===== config.mk =====
export PLATFORM = sky130hd
export DESIGN_NAME = c_source_normalizer_top
export DESIGN_NICKNAME = d
export VERILOG_FILES = /design/src/csn_pkg.sv /design/src/c_source_normalizer_top.sv /design/src/csn_step.sv /design/src/csn_outbuf.sv
export SDC_FILE = /design/constraint.sdc
export NUM_CORES = 1
export LEC_CHECK = 0
export BUFFER_PORTS_ARGS = -buffer_cell sky130_fd_sc_hd__clkbuf_2
export CAP_MARGIN = 15
export CORE_ASPECT_RATIO = 1.4
export CORE_MARGIN = 2
export CORE_UTILIZATION = 60
export DETAILED_ROUTE_END_ITERATION = 8
export PLACE_DENSITY_LB_ADDON = 0.12
export SLEW_MARGIN = 20
export SYNTH_ARGS = -nofsm -noshare
export SYNTH_HDL_FRONTEND = slang
export SYNTH_HIERARCHICAL = 1
export SYNTH_SLANG_ARGS = --single-unit
export TNS_END_PERCENT = 50

===== constraint.sdc =====
create_clock -name clk_i -period 2.93 [get_ports clk_i]
set_input_delay 0.293 -clock clk_i [delete_from_list [all_inputs] [get_ports clk_i]]
set_output_delay 0.293 -clock clk_i [all_outputs]
set_load 0.02 [all_outputs]

===== src/csn_pkg.sv =====
// ----------------------------------------------------------------------------
// csn_pkg
// shared types and character constants for the c source normalizer
// ----------------------------------------------------------------------------
package csn_pkg;

  typedef enum logic [2:0] {
    MODE_CODE       = 3'd0,
    MODE_BLOCK      = 3'd1,
    MODE_BLOCK_STAR = 3'd2,
    MODE_LINE       = 3'd3,
    MODE_SQ         = 3'd4,
    MODE_SQ_ESC     = 3'd5,
    MODE_DQ         = 3'd6,
    MODE_DQ_ESC     = 3'd7
  } csn_mode_e;

  localparam logic [7:0] CH_NUL    = 8'h00;
  localparam logic [7:0] CH_TAB    = 8'h09;
  localparam logic [7:0] CH_CR     = 8'h0D;
  localparam logic [7:0] CH_LF     = 8'h0A;
  localparam logic [7:0] CH_SPACE  = 8'h20;
  localparam logic [7:0] CH_DQUOTE = 8'h22;
  localparam logic [7:0] CH_SQUOTE = 8'h27;
  localparam logic [7:0] CH_STAR   = 8'h2A;
  localparam logic [7:0] CH_SLASH  = 8'h2F;
  localparam logic [7:0] CH_BSLASH = 8'h5C;
  localparam logic [7:0] CH_DEL    = 8'h7F;

  // one result beat
  typedef struct packed {
    logic [7:0] ch;
    logic       has;
    logic       eos;
  } csn_res_t;

  // all results of one source byte, slot 0 goes out first
  typedef struct packed {
    logic [1:0]          cnt;
    csn_res_t [2:0]      res;
  } csn_burst_t;

endpackage


===== src/c_source_normalizer_top.sv =====
// ----------------------------------------------------------------------------
// c_source_normalizer_top
// strips c comments, maps control bytes and squeezes whitespace
// ----------------------------------------------------------------------------
// the source beat is registered first; its burst then loads the result slots once they have room
// throughput: one source beat per cycle while the result slots have room; a byte with several results holds
//   the input until the single output port has drained the result slots
// reset: async active low, scanner returns to code mode with nothing pending
module c_source_normalizer_top (
  input  logic       clk_i,
  input  logic       rst_ni,
  input  logic       in_valid_i,
  output logic       in_stall_o,
  input  logic [7:0] in_byte_i,
  output logic       out_valid_o,
  input  logic       out_stall_i,
  output logic [7:0] out_byte_o,
  output logic       has_byte_o,
  output logic       end_of_string_o
);

  logic                in_valid_q;
  logic [7:0]          in_byte_q;
  logic                can_load;
  logic                fire;
  logic                accept;
  csn_pkg::csn_burst_t burst;
  csn_pkg::csn_res_t   head;

  assign fire       = in_valid_q && can_load;
  assign in_stall_o = in_valid_q && !can_load;
  assign accept     = in_valid_i && !in_stall_o;

  always_ff @(posedge clk_i or negedge rst_ni) begin
    if (!rst_ni) begin
      in_valid_q <= 1'b0;
    end else if (accept) begin
      in_valid_q <= 1'b1;
    end else if (fire) begin
      in_valid_q <= 1'b0;
    end
  end

  always_ff @(posedge clk_i) begin
    if (accept) in_byte_q <= in_byte_i;
  end

  csn_step u_step (
    .clk_i   (clk_i),
    .rst_ni  (rst_ni),
    .en_i    (fire),
    .ch_i    (in_byte_q),
    .burst_o (burst)
  );

  csn_outbuf u_outbuf (
    .clk_i       (clk_i),
    .rst_ni      (rst_ni),
    .load_i      (fire),
    .burst_i     (burst),
    .out_stall_i (out_stall_i),
    .can_load_o  (can_load),
    .out_valid_o (out_valid_o),
    .head_o      (head)
  );

  assign out_byte_o      = head.ch;
  assign has_byte_o      = head.has;
  assign end_of_string_o = head.eos;

endmodule


===== src/csn_step.sv =====
// ----------------------------------------------------------------------------
// csn_step
// scanner state and per-byte logic: comment blanking, quoting, squeeze
// ----------------------------------------------------------------------------
module csn_step (
  input  logic                clk_i,
  input  logic                rst_ni,
  input  logic                en_i,
  input  logic [7:0]          ch_i,
  output csn_pkg::csn_burst_t burst_o
);

  typedef struct packed {
    logic       sp;
    logic       ts;
    logic [1:0] n;
    logic [7:0] c0;
    logic [7:0] c1;
  } csn_sq_t;

  function automatic logic is_white(logic [7:0] c);
    return (c == csn_pkg::CH_SPACE) || ((c >= csn_pkg::CH_TAB) && (c <= csn_pkg::CH_CR));
  endfunction

  // whitespace run collapse, leading runs dropped
  function automatic csn_sq_t squeeze(logic sp, logic ts, logic [7:0] c);
    csn_sq_t r;
    r    = '0;
    r.sp = sp;
    r.ts = ts;
    if (is_white(c)) begin
      if (ts) r.sp = 1'b1;
    end else if (sp) begin
      r.n  = 2'd2;
      r.c0 = csn_pkg::CH_SPACE;
      r.c1 = c;
      r.sp = 1'b0;
      r.ts = 1'b1;
    end else begin
      r.n  = 2'd1;
      r.c0 = c;
      r.ts = 1'b1;
    end
    return r;
  endfunction

  csn_pkg::csn_mode_e mode_q, mode_d;
  logic               slash_q, slash_d;
  logic               sp_q, sp_d;
  logic               ts_q, ts_d;

  logic               a_v, b_v, clear;
  logic [7:0]         a_ch, b_ch;
  logic [7:0]         cb_ch;
  logic               cb_slash;
  csn_pkg::csn_mode_e cb_mode;
  csn_sq_t            s1, s2;
  csn_pkg::csn_res_t [2:0] tmp;
  logic [1:0]         cnt;

  // what a code-mode byte turns into
  always_comb begin
    cb_slash = (ch_i == csn_pkg::CH_SLASH);
    if ((ch_i < csn_pkg::CH_SPACE) || (ch_i >= csn_pkg::CH_DEL)) cb_ch = csn_pkg::CH_SPACE;
    else cb_ch = ch_i;
    if (ch_i == csn_pkg::CH_SQUOTE) cb_mode = csn_pkg::MODE_SQ;
    else if (ch_i == csn_pkg::CH_DQUOTE) cb_mode = csn_pkg::MODE_DQ;
    else cb_mode = csn_pkg::MODE_CODE;
  end

  // scanner: picks up to two characters for the squeeze
  always_comb begin
    mode_d  = mode_q;
    slash_d = slash_q;
    a_v     = 1'b0;
    a_ch    = csn_pkg::CH_SPACE;
    b_v     = 1'b0;
    b_ch    = csn_pkg::CH_SPACE;
    clear   = 1'b0;
    if (ch_i == csn_pkg::CH_NUL) begin
      a_v   = slash_q;
      a_ch  = csn_pkg::CH_SLASH;
      clear = 1'b1;
    end else begin
      unique case (mode_q)
        csn_pkg::MODE_CODE: begin
          if (slash_q) begin
            slash_d = 1'b0;
            a_v     = 1'b1;
            if (ch_i == csn_pkg::CH_STAR) begin
              mode_d = csn_pkg::MODE_BLOCK;
            end else if (ch_i == csn_pkg::CH_SLASH) begin
              mode_d = csn_pkg::MODE_LINE;
            end else begin
              a_ch = csn_pkg::CH_SLASH;
              if (cb_slash) begin
                slash_d = 1'b1;
              end else begin
                b_v    = 1'b1;
                b_ch   = cb_ch;
                mode_d = cb_mode;
              end
            end
          end else if (cb_slash) begin
            slash_d = 1'b1;
          end else begin
            a_v    = 1'b1;
            a_ch   = cb_ch;
            mode_d = cb_mode;
          end
        end
        csn_pkg::MODE_BLOCK: begin
          a_v = 1'b1;
          if (ch_i == csn_pkg::CH_STAR) mode_d = csn_pkg::MODE_BLOCK_STAR;
        end
        csn_pkg::MODE_BLOCK_STAR: begin
          a_v = 1'b1;
          if (ch_i == csn_pkg::CH_SLASH) mode_d = csn_pkg::MODE_CODE;
          else if (ch_i != csn_pkg::CH_STAR) mode_d = csn_pkg::MODE_BLOCK;
        end
        csn_pkg::MODE_LINE: begin
          a_v = 1'b1;
          if (ch_i == csn_pkg::CH_LF) mode_d = csn_pkg::MODE_CODE;
        end
        csn_pkg::MODE_SQ: begin
          a_v  = 1'b1;
          a_ch = ch_i;
          if (ch_i == csn_pkg::CH_SQUOTE) mode_d = csn_pkg::MODE_CODE;
          else if (ch_i == csn_pkg::CH_BSLASH) mode_d = csn_pkg::MODE_SQ_ESC;
        end
        csn_pkg::MODE_SQ_ESC: begin
          a_v    = 1'b1;
          a_ch   = ch_i;
          mode_d = csn_pkg::MODE_SQ;
        end
        csn_pkg::MODE_DQ: begin
          a_v  = 1'b1;
          a_ch = ch_i;
          if (ch_i == csn_pkg::CH_DQUOTE) mode_d = csn_pkg::MODE_CODE;
          else if (ch_i == csn_pkg::CH_BSLASH) mode_d = csn_pkg::MODE_DQ_ESC;
        end
        csn_pkg::MODE_DQ_ESC: begin
          a_v    = 1'b1;
          a_ch   = ch_i;
          mode_d = csn_pkg::MODE_DQ;
        end
        default: begin
          mode_d = csn_pkg::MODE_CODE;
        end
      endcase
    end
  end

  // squeeze both characters in order and pack the results
  always_comb begin
    if (a_v) s1 = squeeze(sp_q, ts_q, a_ch);
    else s1 = '{sp: sp_q, ts: ts_q, n: 2'd0, c0: csn_pkg::CH_NUL, c1: csn_pkg::CH_NUL};
    if (b_v) s2 = squeeze(s1.sp, s1.ts, b_ch);
    else s2 = '{sp: s1.sp, ts: s1.ts, n: 2'd0, c0: csn_pkg::CH_NUL, c1: csn_pkg::CH_NUL};

    tmp = '0;
    cnt = 2'd0;
    if (s1.n != 2'd0) begin
      tmp[cnt] = '{ch: s1.c0, has: 1'b1, eos: 1'b0};
      cnt      = cnt + 2'd1;
    end
    if (s1.n == 2'd2) begin
      tmp[cnt] = '{ch: s1.c1, has: 1'b1, eos: 1'b0};
      cnt      = cnt + 2'd1;
    end
    if (s2.n != 2'd0) begin
      tmp[cnt] = '{ch: s2.c0, has: 1'b1, eos: 1'b0};
      cnt      = cnt + 2'd1;
    end
    if (s2.n == 2'd2) begin
      tmp[cnt] = '{ch: s2.c1, has: 1'b1, eos: 1'b0};
      cnt      = cnt + 2'd1;
    end

    // terminator: mark the last beat or emit a bare end marker
    if (clear) begin
      if (cnt == 2'd0) begin
        tmp[0] = '{ch: csn_pkg::CH_NUL, has: 1'b0, eos: 1'b1};
        cnt    = 2'd1;
      end else begin
        tmp[cnt - 2'd1].eos = 1'b1;
      end
    end

    burst_o.cnt = cnt;
    burst_o.res = tmp;

    sp_d = clear ? 1'b0 : s2.sp;
    ts_d = clear ? 1'b0 : s2.ts;
  end

  always_ff @(posedge clk_i or negedge rst_ni) begin
    if (!rst_ni) begin
      mode_q  <= csn_pkg::MODE_CODE;
      slash_q <= 1'b0;
      sp_q    <= 1'b0;
      ts_q    <= 1'b0;
    end else if (en_i) begin
      mode_q  <= clear ? csn_pkg::MODE_CODE : mode_d;
      slash_q <= clear ? 1'b0 : slash_d;
      sp_q    <= sp_d;
      ts_q    <= ts_d;
    end
  end

endmodule


===== src/csn_outbuf.sv =====
// ----------------------------------------------------------------------------
// csn_outbuf
// three-slot result register, shifts one beat out per handshake
// ----------------------------------------------------------------------------
module csn_outbuf (
  input  logic                clk_i,
  input  logic                rst_ni,
  input  logic                load_i,
  input  csn_pkg::csn_burst_t burst_i,
  input  logic                out_stall_i,
  output logic                can_load_o,
  output logic                out_valid_o,
  output csn_pkg::csn_res_t   head_o
);

  csn_pkg::csn_res_t [2:0] slot_q, slot_d;
  logic [1:0]              cnt_q, cnt_d;
  logic                    pop;

  assign out_valid_o = (cnt_q != 2'd0);
  assign head_o      = slot_q[0];
  assign pop         = out_valid_o && !out_stall_i;
  // room for a new burst once the last waiting beat leaves
  assign can_load_o  = (cnt_q == 2'd0) || ((cnt_q == 2'd1) && pop);

  always_comb begin
    slot_d = slot_q;
    cnt_d  = cnt_q;
    if (load_i) begin
      slot_d = burst_i.res;
      cnt_d  = burst_i.cnt;
    end else if (pop) begin
      slot_d[0] = slot_q[1];
      slot_d[1] = slot_q[2];
      cnt_d     = cnt_q - 2'd1;
    end
  end

  always_ff @(posedge clk_i) begin
    slot_q <= slot_d;
  end

  always_ff @(posedge clk_i or negedge rst_ni) begin
    if (!rst_ni) begin
      cnt_q <= 2'd0;
    end else begin
      cnt_q <= cnt_d;
    end
  end

endmodule


==> impl_metrics.tcl, run 1 <==
set metrics [dict create \
    numCtsBuffers 5 \
    drt_wl_total_um 6140 \
    syn-cell-area_um2 2910 \
    post-route-cell-area_um2 3220 \
    final_nets 317 \
    leakage_uw 0.00125 \
    timing.final.crit_share_pct 92.6 \
    hold_viol 0 \
    avgSynthCellArea_um2 10.2 \
    area_delta_synth_final_pct 10.7 \
    vdd_ir_drop_max_mv 0.523 \
    root_buffer "clkbuf_8" \
    final.min_clock_period_ps 2710 \
    die_height_um 86.4 \
    grt_max_degree 49 \
    reg2reg_setup_slack_ps 220 \
    antenna_found_initial 0 \
    placed_area_um2 3080 \
    cts_max_path_buffers 2 \
    first_global_vias 2065 \
    power_density_nw_per_um2 1050 \
    overflow 0 \
    grt_pass1_wl_um 10300 \
    outcome "complete, no violations" \
    synth_area_leaders "edfxtp_1 (39%), dfrtp_1 (7.7%), mux2_2 (7.0%)" \
    ant_nets 0 \
    track_usage_pct 24.4 \
    seq_area_frac_synth_pct 47.0 \
    crit_type "reg2reg" \
    synth_cells 286 \
    fin_tns_setup_ps 0 \
    io_pins 24 \
    tightest_slew_ps 548 \
    place_congestion 0.963 \
    cp-end-kind "flip-flop" \
    synth_top_area_cell "edfxtp_1" \
    wl_per_cell_um 16.7 \
    first_pass_iters 5 \
    final_max_slew_viol_count 0 \
    vias 2200 \
    skew_ps 8.83 \
    rows 30 \
    relSlewSlack_pct 63.2 \
    ys.warnings.count 6 \
    synth-seq-cells 47 \
    synth.distinct_cells 62 \
    start_util_pct 61.0 \
    cts.reportedPaths.clkPinSlew_ps 90 \
    async_flop_share_pct 19.1 \
    worstPathArrival_ps 2770 \
    rsz0062_at_grt "false" \
    tritoncts "yes" \
    synth_top_area_share_pct 39.3 \
    clock.fmax_mhz 368 \
    htreeDepth 2 \
    num-fill-cells 391 \
    die_area_um2 5420 \
    insertion_delay_ps 300 \
    drc_errors 0 \
    post-dp-hpwl_um 4450 \
    antenna_cells 0 \
    cp_max_fo 20 \
    fp.dieW_um 62.8 \
    start_kind "flip-flop" \
    setup_viol 0 \
    core_area_um2 4770 \
    maxCapViolCount 0 \
    synth-main-ff-cell "edfxtp_1" \
    drive_gt1_share_pct 27.3 \
    drtIter0Drc 165 \
    cts.sink_count 47 \
    fin_util_pct 67.5 \
    routed_via_density 5.98 \
    required_ps 2980 \
    synth_edf_count 38 \
    hold_path_class "in2reg" \
    io_buffers 23 \
    cts-resized-gates 0 \
]
==> cells in the final DEF, fill, tap and decap left out, drive strengths merged, types with 10 or more instances in the layout <==
cell type and count:
nor3 16, clkbuf 29, buf 20, mux2 20, nor2 22, inv 10
a21oi 10, nand2 27, edfxtp 38, nand3 10
==> where the power goes <==
part           leakage [uW]  switching, uW  internal [uW]  total (uW)
Combinational      0.000695            923            668        1590
Sequential         0.000489            118           1110        1230
Clock             0.0000654            215            341         556
Total               0.00125           1260           2120        3370
==> registers in the layout (all words and copies together) (netlist names) <==
name,flops
in_byte_q,8
in_valid_q,1
u_outbuf/cnt_q,2
u_outbuf/head_o,10
u_outbuf/slot_q,20
u_step/mode_q,3
u_step/slash_q,1
u_step/sp_q,1
u_step/ts_q,1
==> synth_stat cells (5+ instances only) <==
library cell / count
nand2_1: 27
buf_2: 6
nand3_1: 10
a21oi_1: 10
nor2_1: 22
dfrtp_1: 9
mux2_2: 18
nor3_1: 16
inv_1: 9
edfxtp_1: 38
o21ai_0: 8
buf_4: 12
clkbuf_1: 13
and2_1: 5
==> repair_timing <==
item,CTS,global route
setup buffers,0,0
endpoints found under the setup margin,0,0
hold buffers,1,0
endpoints found under the hold margin,9,0
==> routing by layer <==
metal	part of all wire [%]	global-route usage, %	vias up
met5	0	0	-
met4	3.6	12.7	0
met3	4.4	3.51	15
met2	52	42.6	83
met1	40	29.4	1039
li1	-	-	1063
==> critical path, cell delays in order, from the launching register on <==
cell,delay (ps)
edfxtp_1,350
buf_4,200
and4_1,370
a21oi_1,150
a41oi_1,380
o22ai_1,180
a21oi_1,290
buf_12,200
a31oi_1,50
mux2_1,300
==> cells by family (layout without fill, tap and decap cells) <==
logic type | Yosys count | count (layout) | share of synthesized area [%]
and+or+nand+nor | 116 | 116 | 21.9
AOI/OAI and AO/OA | 51 | 51 | 13.0
buffers and inverters | 46 | 63 | 8.52
xor gates and xnor gates | 3 | 3 | 0.904
muxes | 20 | 20 | 7.75
DFF | 47 | 47 | 47.0
other | 1 | 2 | 0.129
adders and majority gates | 2 | 2 | 0.861
==> layout make-up <==
cell class	count	area (um^2)	share of cell area [%]
timing repair buffer	44	300	9.33
multi-input combinational	194	1300	40.3
inverter	11	41.3	1.28
clock buffer	6	72.6	2.26
tap	64	80.1	2.49
clock inverter	2	60.1	1.87
sequential	47	1370	42.5
==> metrics by stage <==
stage               instances  hold WS, ps  power [uW]  setup slack [ps]
floorplan                 287        -2.59        2450               328
global placement          359          153        2780               295
detailed placement        359          154        2830               260
CTS                       368          159        3390               245
global route              368          153        3580              4.32
finish                    368          162        3370               216
==> worst paths after layout <==
kind	start	endpoint	cells after the start
worst max-delay path	in_byte_q[2]$_DFFE_PP_	u_outbuf/slot_q[14]$_DFFE_PP_	9
min in group asynchronous	rst_ni	in_valid_q$_DFFE_PN0P_	2
worst max register to register	in_byte_q[2]$_DFFE_PP_	u_outbuf/slot_q[14]$_DFFE_PP_	9
worst min register to register	u_outbuf/slot_q[22]$_DFFE_PP_	u_outbuf/slot_q[12]$_DFFE_PP_	1
worst min-delay path	in_byte_i[2]	in_byte_q[2]$_DFFE_PP_	1
max in group asynchronous	rst_ni	u_step/ts_q$_DFFE_PN0P_	2
No activity file was read; power rests on OpenSTA's default activity.
==> run 2, diff against run 1 <==
--- a/config.mk
+++ b/config.mk
@@ -12,6 +12,7 @@
 export CORE_UTILIZATION = 60
 export DETAILED_ROUTE_END_ITERATION = 8
 export PLACE_DENSITY_LB_ADDON = 0.12
+export REMOVE_ABC_BUFFERS = 1
 export SLEW_MARGIN = 20
 export SYNTH_ARGS = -nofsm -noshare
 export SYNTH_HDL_FRONTEND = slang
==> impl_metrics.tcl, run 2 (same netlist as run 1, synthesis figures left out) <==
set metrics [dict create \
    vias 2142 \
    required_ps 2990 \
    overflow 0 \
    fp.dieW_um 62.8 \
    fin_tns_setup_ps 0 \
    die_height_um 86.4 \
    final_max_slew_viol_count 0 \
    antenna_found_initial 0 \
    tightest_slew_ps 693 \
    hold_path_class "in2reg" \
    fin_ws_ps 245 \
    root_buffer "clkbuf_8" \
    reg2regPathDepth 9 \
    grt_max_degree 37 \
    drc_errors 0 \
    reg2reg_setup_slack_ps 250 \
    timing.rr.start "in_byte_q[0]$_DFFE_PP_" \
    die_area_um2 5420 \
    num-fill-cells 413 \
    track_usage_pct 22.3 \
    top_register "u_outbuf/slot_q" \
    final.min_clock_period_ps 2680 \
    cts_max_path_buffers 2 \
    whs_ps 167 \
    placed_cells 356 \
    htreeDepth 2 \
    cp_max_fo 21 \
    postCtsSetupRepairBufs 0 \
    leakage_uw 0.00123 \
    rows 30 \
    cts.reportedPaths.clkPinSlew_ps 80 \
    skew_ps 4.66 \
    final_common_cell "edfxtp_1" \
    wl_per_cell_um 15.5 \
    final_cells 365 \
    ant_nets 0 \
    power_density_nw_per_um2 1030 \
    outcome "complete, no violations" \
    post-dp-hpwl_um 4110 \
    grt_pass1_wl_um 9400 \
    insertion_delay_ps 300 \
    drt_wl_total_um 5650 \
    worstPathArrival_ps 2740 \
    crit_type "reg2reg" \
    core_area_um2 4770 \
    cp-end-kind "flip-flop" \
    start_kind "flip-flop" \
    routed_via_density 5.87 \
    clock.fmax_mhz 372 \
    cts-resized-gates 0 \
    maxCapViolCount 0 \
    relSlewSlack_pct 53.5 \
    timing.final.crit_share_pct 91.6 \
    min_to "in_byte_q[0]$_DFFE_PP_" \
    hold_path_depth 1 \
    area_delta_synth_final_pct 9.51 \
    rsz0062_at_grt "false" \
    first_pass_iters 4 \
    min_from "in_byte_i[0]" \
    fin_util_pct 66.8 \
    antenna_cells 0 \
    drtIter0Drc 114 \
    ctsHoldBuffers 1 \
    dp_slack_ps 264 \
    first_global_vias 1982 \
    start_util_pct 61.0 \
    cts.sink_count 47 \
    io_buffers 23 \
    numCtsBuffers 5 \
    drive_gt1_share_pct 26.6 \
    hold_viol 0 \
    mostFrequentLayoutCells "edfxtp_1 (38), nand2_1 (27), clkbuf_2 (23)" \
    tritoncts "yes" \
    timing.rr.end "u_outbuf/head_o[0]$_DFFE_PP_" \
    io_pins 24 \
    place_congestion 1.02 \
    final_nets 314 \
    setup_viol 0 \
    vdd_ir_drop_max_mv 0.648 \
    largest_register_ffs 20 \
]
-- run 2: layer usage --
layer  track usage [%]  vias up  share of wire [%]
li1                  -     1062                  -
met1              27.8     1012                 43
met2              37.6       53                 51
met3              3.90       15                3.4
met4              11.3        0                3.2
met5                 0        -                  0
-- run 2: power by group --
part	internal, uW	switching (uW)
sequential	1110	100
combinational	623	901
clock	341	207
total	2070	1210
-- run 2: worst max-delay path by stage --
| stage | from | end | slack [ps] | depth (start not counted) |
|---|---|---|---|---|
| 2_1_floorplan | in_byte_q[0]$_DFFE_PP_ | u_outbuf/head_o[1]$_DFFE_PP_ | -240 | 7 |
| 3_3_place_gp | u_step/mode_q[0]$_DFFE_PN0P_ | u_outbuf/head_o[0]$_DFFE_PP_ | 310 | 9 |
| 3_5_place_dp | in_byte_q[0]$_DFFE_PP_ | u_outbuf/head_o[0]$_DFFE_PP_ | 260 | 9 |
| 4_1_cts | in_byte_q[0]$_DFFE_PP_ | u_outbuf/head_o[0]$_DFFE_PP_ | 250 | 9 |
| 5_1_grt | in_byte_q[2]$_DFFE_PP_ | u_outbuf/slot_q[12]$_DFFE_PP_ | 140 | 9 |
| 6_report | in_byte_q[0]$_DFFE_PP_ | u_outbuf/head_o[0]$_DFFE_PP_ | 250 | 9 |
-- run 2: layout make-up --
type	count	area [um^2]	area share, %
repair buffers	41	265	8.33
multi-input cells	194	1300	40.8
flip-flops and latches	47	1370	42.9
clock buffers	6	72.6	2.28
well taps	64	80.1	2.52
inverters	11	41.3	1.30
clock inverters	2	60.1	1.89
-- run 2: worst max-delay path: stages (launching register included) --
cell and delay, ps:
edfxtp_1 390, or4_4 590, or3_1 450, o21ai_2 120, o21ba_2 180, a21oi_1 60
buf_4 210, inv_2 110, a21oi_1 70, mux2_2 260
-- run 2: metrics by stage --
stage / instance area (um^2) / power [uW]
detailed placement: 3040 / 2750
global route: 3180 / 3490
finish: 3180 / 3280
floorplan: 2700 / 2280
CTS: 3180 / 3300
global placement: 3040 / 2720
==> run 3, diff against run 2 <==
--- a/config.mk
+++ b/config.mk
@@ -5,11 +5,14 @@
 export SDC_FILE = /design/constraint.sdc
 export NUM_CORES = 1
 export LEC_CHECK = 0
+export ABC_AREA = 1
 export BUFFER_PORTS_ARGS = -buffer_cell sky130_fd_sc_hd__clkbuf_2
 export CAP_MARGIN = 15
+export CELL_PAD_IN_SITES_DETAIL_PLACEMENT = 1
+export CELL_PAD_IN_SITES_GLOBAL_PLACEMENT = 1
 export CORE_ASPECT_RATIO = 1.4
 export CORE_MARGIN = 2
-export CORE_UTILIZATION = 60
+export CORE_UTILIZATION = 45
 export DETAILED_ROUTE_END_ITERATION = 8
 export PLACE_DENSITY_LB_ADDON = 0.12
 export REMOVE_ABC_BUFFERS = 1
==> impl_metrics.tcl, run 3 <==
set metrics [dict create \
    vias 2400 \
    vdd_ir_drop_max_mv 0.514 \
    final_nets 404 \
    wl_per_cell_um 15.0 \
    routed_via_density 5.16 \
    place_congestion 0.926 \
    cp-end-kind "flip-flop" \
    hold_path_class "in2reg" \
    io_pins 24 \
    required_ps 3100 \
    core_area_um2 6530 \
    area_delta_synth_final_pct 7.66 \
    fin_tns_setup_ps 0 \
    final_common_cell "nand2_1" \
    start_util_pct 46.1 \
    io_buffers 23 \
    placed_cells 456 \
    drt_wl_total_um 6980 \
    tightest_slew_ps 539 \
    cts.reportedPaths.clkPinSlew_ps 90 \
    synth_top_area_share_pct 38.0 \
    power_density_nw_per_um2 1150 \
    drive_gt1_share_pct 22.8 \
    whs_ps 166 \
    insertion_delay_ps 300 \
    fp.dieW_um 73.1 \
    cts_max_path_buffers 2 \
    num-fill-cells 816 \
    drc_errors 0 \
    synth_common_cells "nand2_1 (133), edfxtp_1 (38), nor2_1 (26)" \
    rows 35 \
    worstPathArrival_ps 2820 \
    numCtsBuffers 5 \
    async_flop_share_pct 19.1 \
    clock.fmax_mhz 378 \
    placed_area_um2 3070 \
    final_cells 465 \
    avgSynthCellArea_um2 8.04 \
    start_kind "flip-flop" \
    top_register "u_outbuf/slot_q" \
    leakage_uw 0.00149 \
    post-dp-hpwl_um 5350 \
    rsz0062_at_grt "false" \
    synth_most_common_cell "nand2_1" \
    ys.warnings.count 6 \
    post-route-cell-area_um2 3240 \
    skew_ps 4.47 \
    crit_type "reg2reg" \
    syn-cell-area_um2 3010 \
    htreeDepth 2 \
    synth_top_area_cell "edfxtp_1" \
    synth_area_leaders "edfxtp_1 (38%), nand2_1 (17%), dfrtp_1 (7.5%)" \
    ant_nets 0 \
    postCtsSetupRepairBufs 0 \
    outcome "complete, no violations" \
    hold_viol 0 \
    synth.distinct_cells 41 \
    setup_viol 0 \
    fin_util_pct 49.6 \
    track_usage_pct 20.7 \
    final_max_slew_viol_count 0 \
    synth_edf_count 38 \
    reg2reg_setup_slack_ps 280 \
    reg2regPathDepth 17 \
    tritoncts "yes" \
    timing.final.crit_share_pct 90.4 \
    grt_max_degree 35 \
    first_pass_iters 4 \
    root_buffer "clkbuf_8" \
    cts.sink_count 47 \
    antenna_cells 0 \
    final.min_clock_period_ps 2650 \
    seq_area_frac_synth_pct 45.5 \
    maxCapViolCount 0 \
    die_area_um2 7360 \
    mostFrequentLayoutCells "nand2_1 (133), edfxtp_1 (38), inv_1 (25), nor2_1 (25), clkbuf_2 (23)" \
    synth-seq-cells 47 \
    grt_pass1_wl_um 11900 \
    drtIter0Drc 118 \
    cp_max_fo 9 \
    overflow 0 \
    synth-main-ff-cell "edfxtp_1" \
    largest_register_ffs 20 \
    relSlewSlack_pct 64.0 \
    die_height_um 101 \
    hold_path_depth 1 \
    first_global_vias 2456 \
    antenna_found_initial 0 \
    synth_cells 374 \
]
[run 3: routing by layer]
| metal | wire length, um | vias to the layer above | global-route usage (%) |
|---|---|---|---|
| li1 | - | 1237 | - |
| met1 | 2930 | 1124 | 24.1 |
| met2 | 3800 | 28 | 38.5 |
| met3 | 112 | 11 | 2.10 |
| met4 | 140 | 0 | 6.98 |
| met5 | 0 | - | 0 |
[run 3: kinds of logic (layout without fill, tap and decap cells)]
| family | count (synthesis) | count (layout) | synth area share (%) |
|---|---|---|---|
| compound gates | 37 | 37 | 7.62 |
| other cells | 1 | 2 | 0.125 |
| buf+inv | 60 | 76 | 11.3 |
| flops | 47 | 47 | 45.5 |
| fa+ha+maj | 2 | 2 | 0.833 |
| simple gates | 227 | 227 | 34.7 |
[run 3: cell type report]
cell class	count	area [um^2]	area share, %
tap	74	92.6	2.86
clock inverter	2	60.1	1.86
clock buffer	6	72.6	2.24
sequential	47	1370	42.2
multi-input combinational	268	1320	40.9
inverter	38	151	4.68
timing repair buffer	30	170	5.26
[run 3: worst max-delay path: stages (launching register included)]
cell and delay, ps:
edfxtp_1 470, inv_2 120, nand2_1 90, nor2_4 190
nand2_4 130, nor2_4 140, nor2_4 90, a21oi_2 240
nand3_1 120, nand2_1 70, nand2_1 60, nand2_2 130
nand2_4 110, nor2_4 170, nand2_1 80, o21ai_1 100
nand2_1 90, nand2_1 100
[run 3: worst paths after layout]
| kind | startpoint | to |
|---|---|---|
| worst max-delay path | in_byte_q[4]$_DFFE_PP_ | u_outbuf/slot_q[13]$_DFFE_PP_ |
| worst min-delay path | in_byte_i[0] | in_byte_q[0]$_DFFE_PP_ |
| worst max register to register | in_byte_q[4]$_DFFE_PP_ | u_outbuf/slot_q[13]$_DFFE_PP_ |
| worst min register to register | u_outbuf/slot_q[14]$_DFFE_PP_ | u_outbuf/head_o[4]$_DFFE_PP_ |
| max in group asynchronous | rst_ni | u_step/mode_q[2]$_DFFE_PN0P_ |
| min in group asynchronous | rst_ni | u_step/sp_q$_DFFE_PN0P_ |
[run 3: power breakdown]
group / internal, uW / switching, uW / leakage [uW]
Clock: 341 / 223 / 0.0000654
Combinational: 544 / 1330 / 0.000941
Sequential: 1130 / 154 / 0.000488
Total: 2020 / 1710 / 0.00149
[run 3: what timing repair did]
action | CTS | global route
hold endpoints to repair | 9 | 0
endpoints found under the setup margin | 0 | 2
hold buffers | 1 | 0
gates resized for setup | 0 | 4
[run 3: metrics by stage]
stage               worst slack, ps  total power, uW
finish                          282             3730
global route                   15.4             4060
CTS                             185             3750
detailed placement              202             3170
global placement                238             3130
floorplan                       297             2630
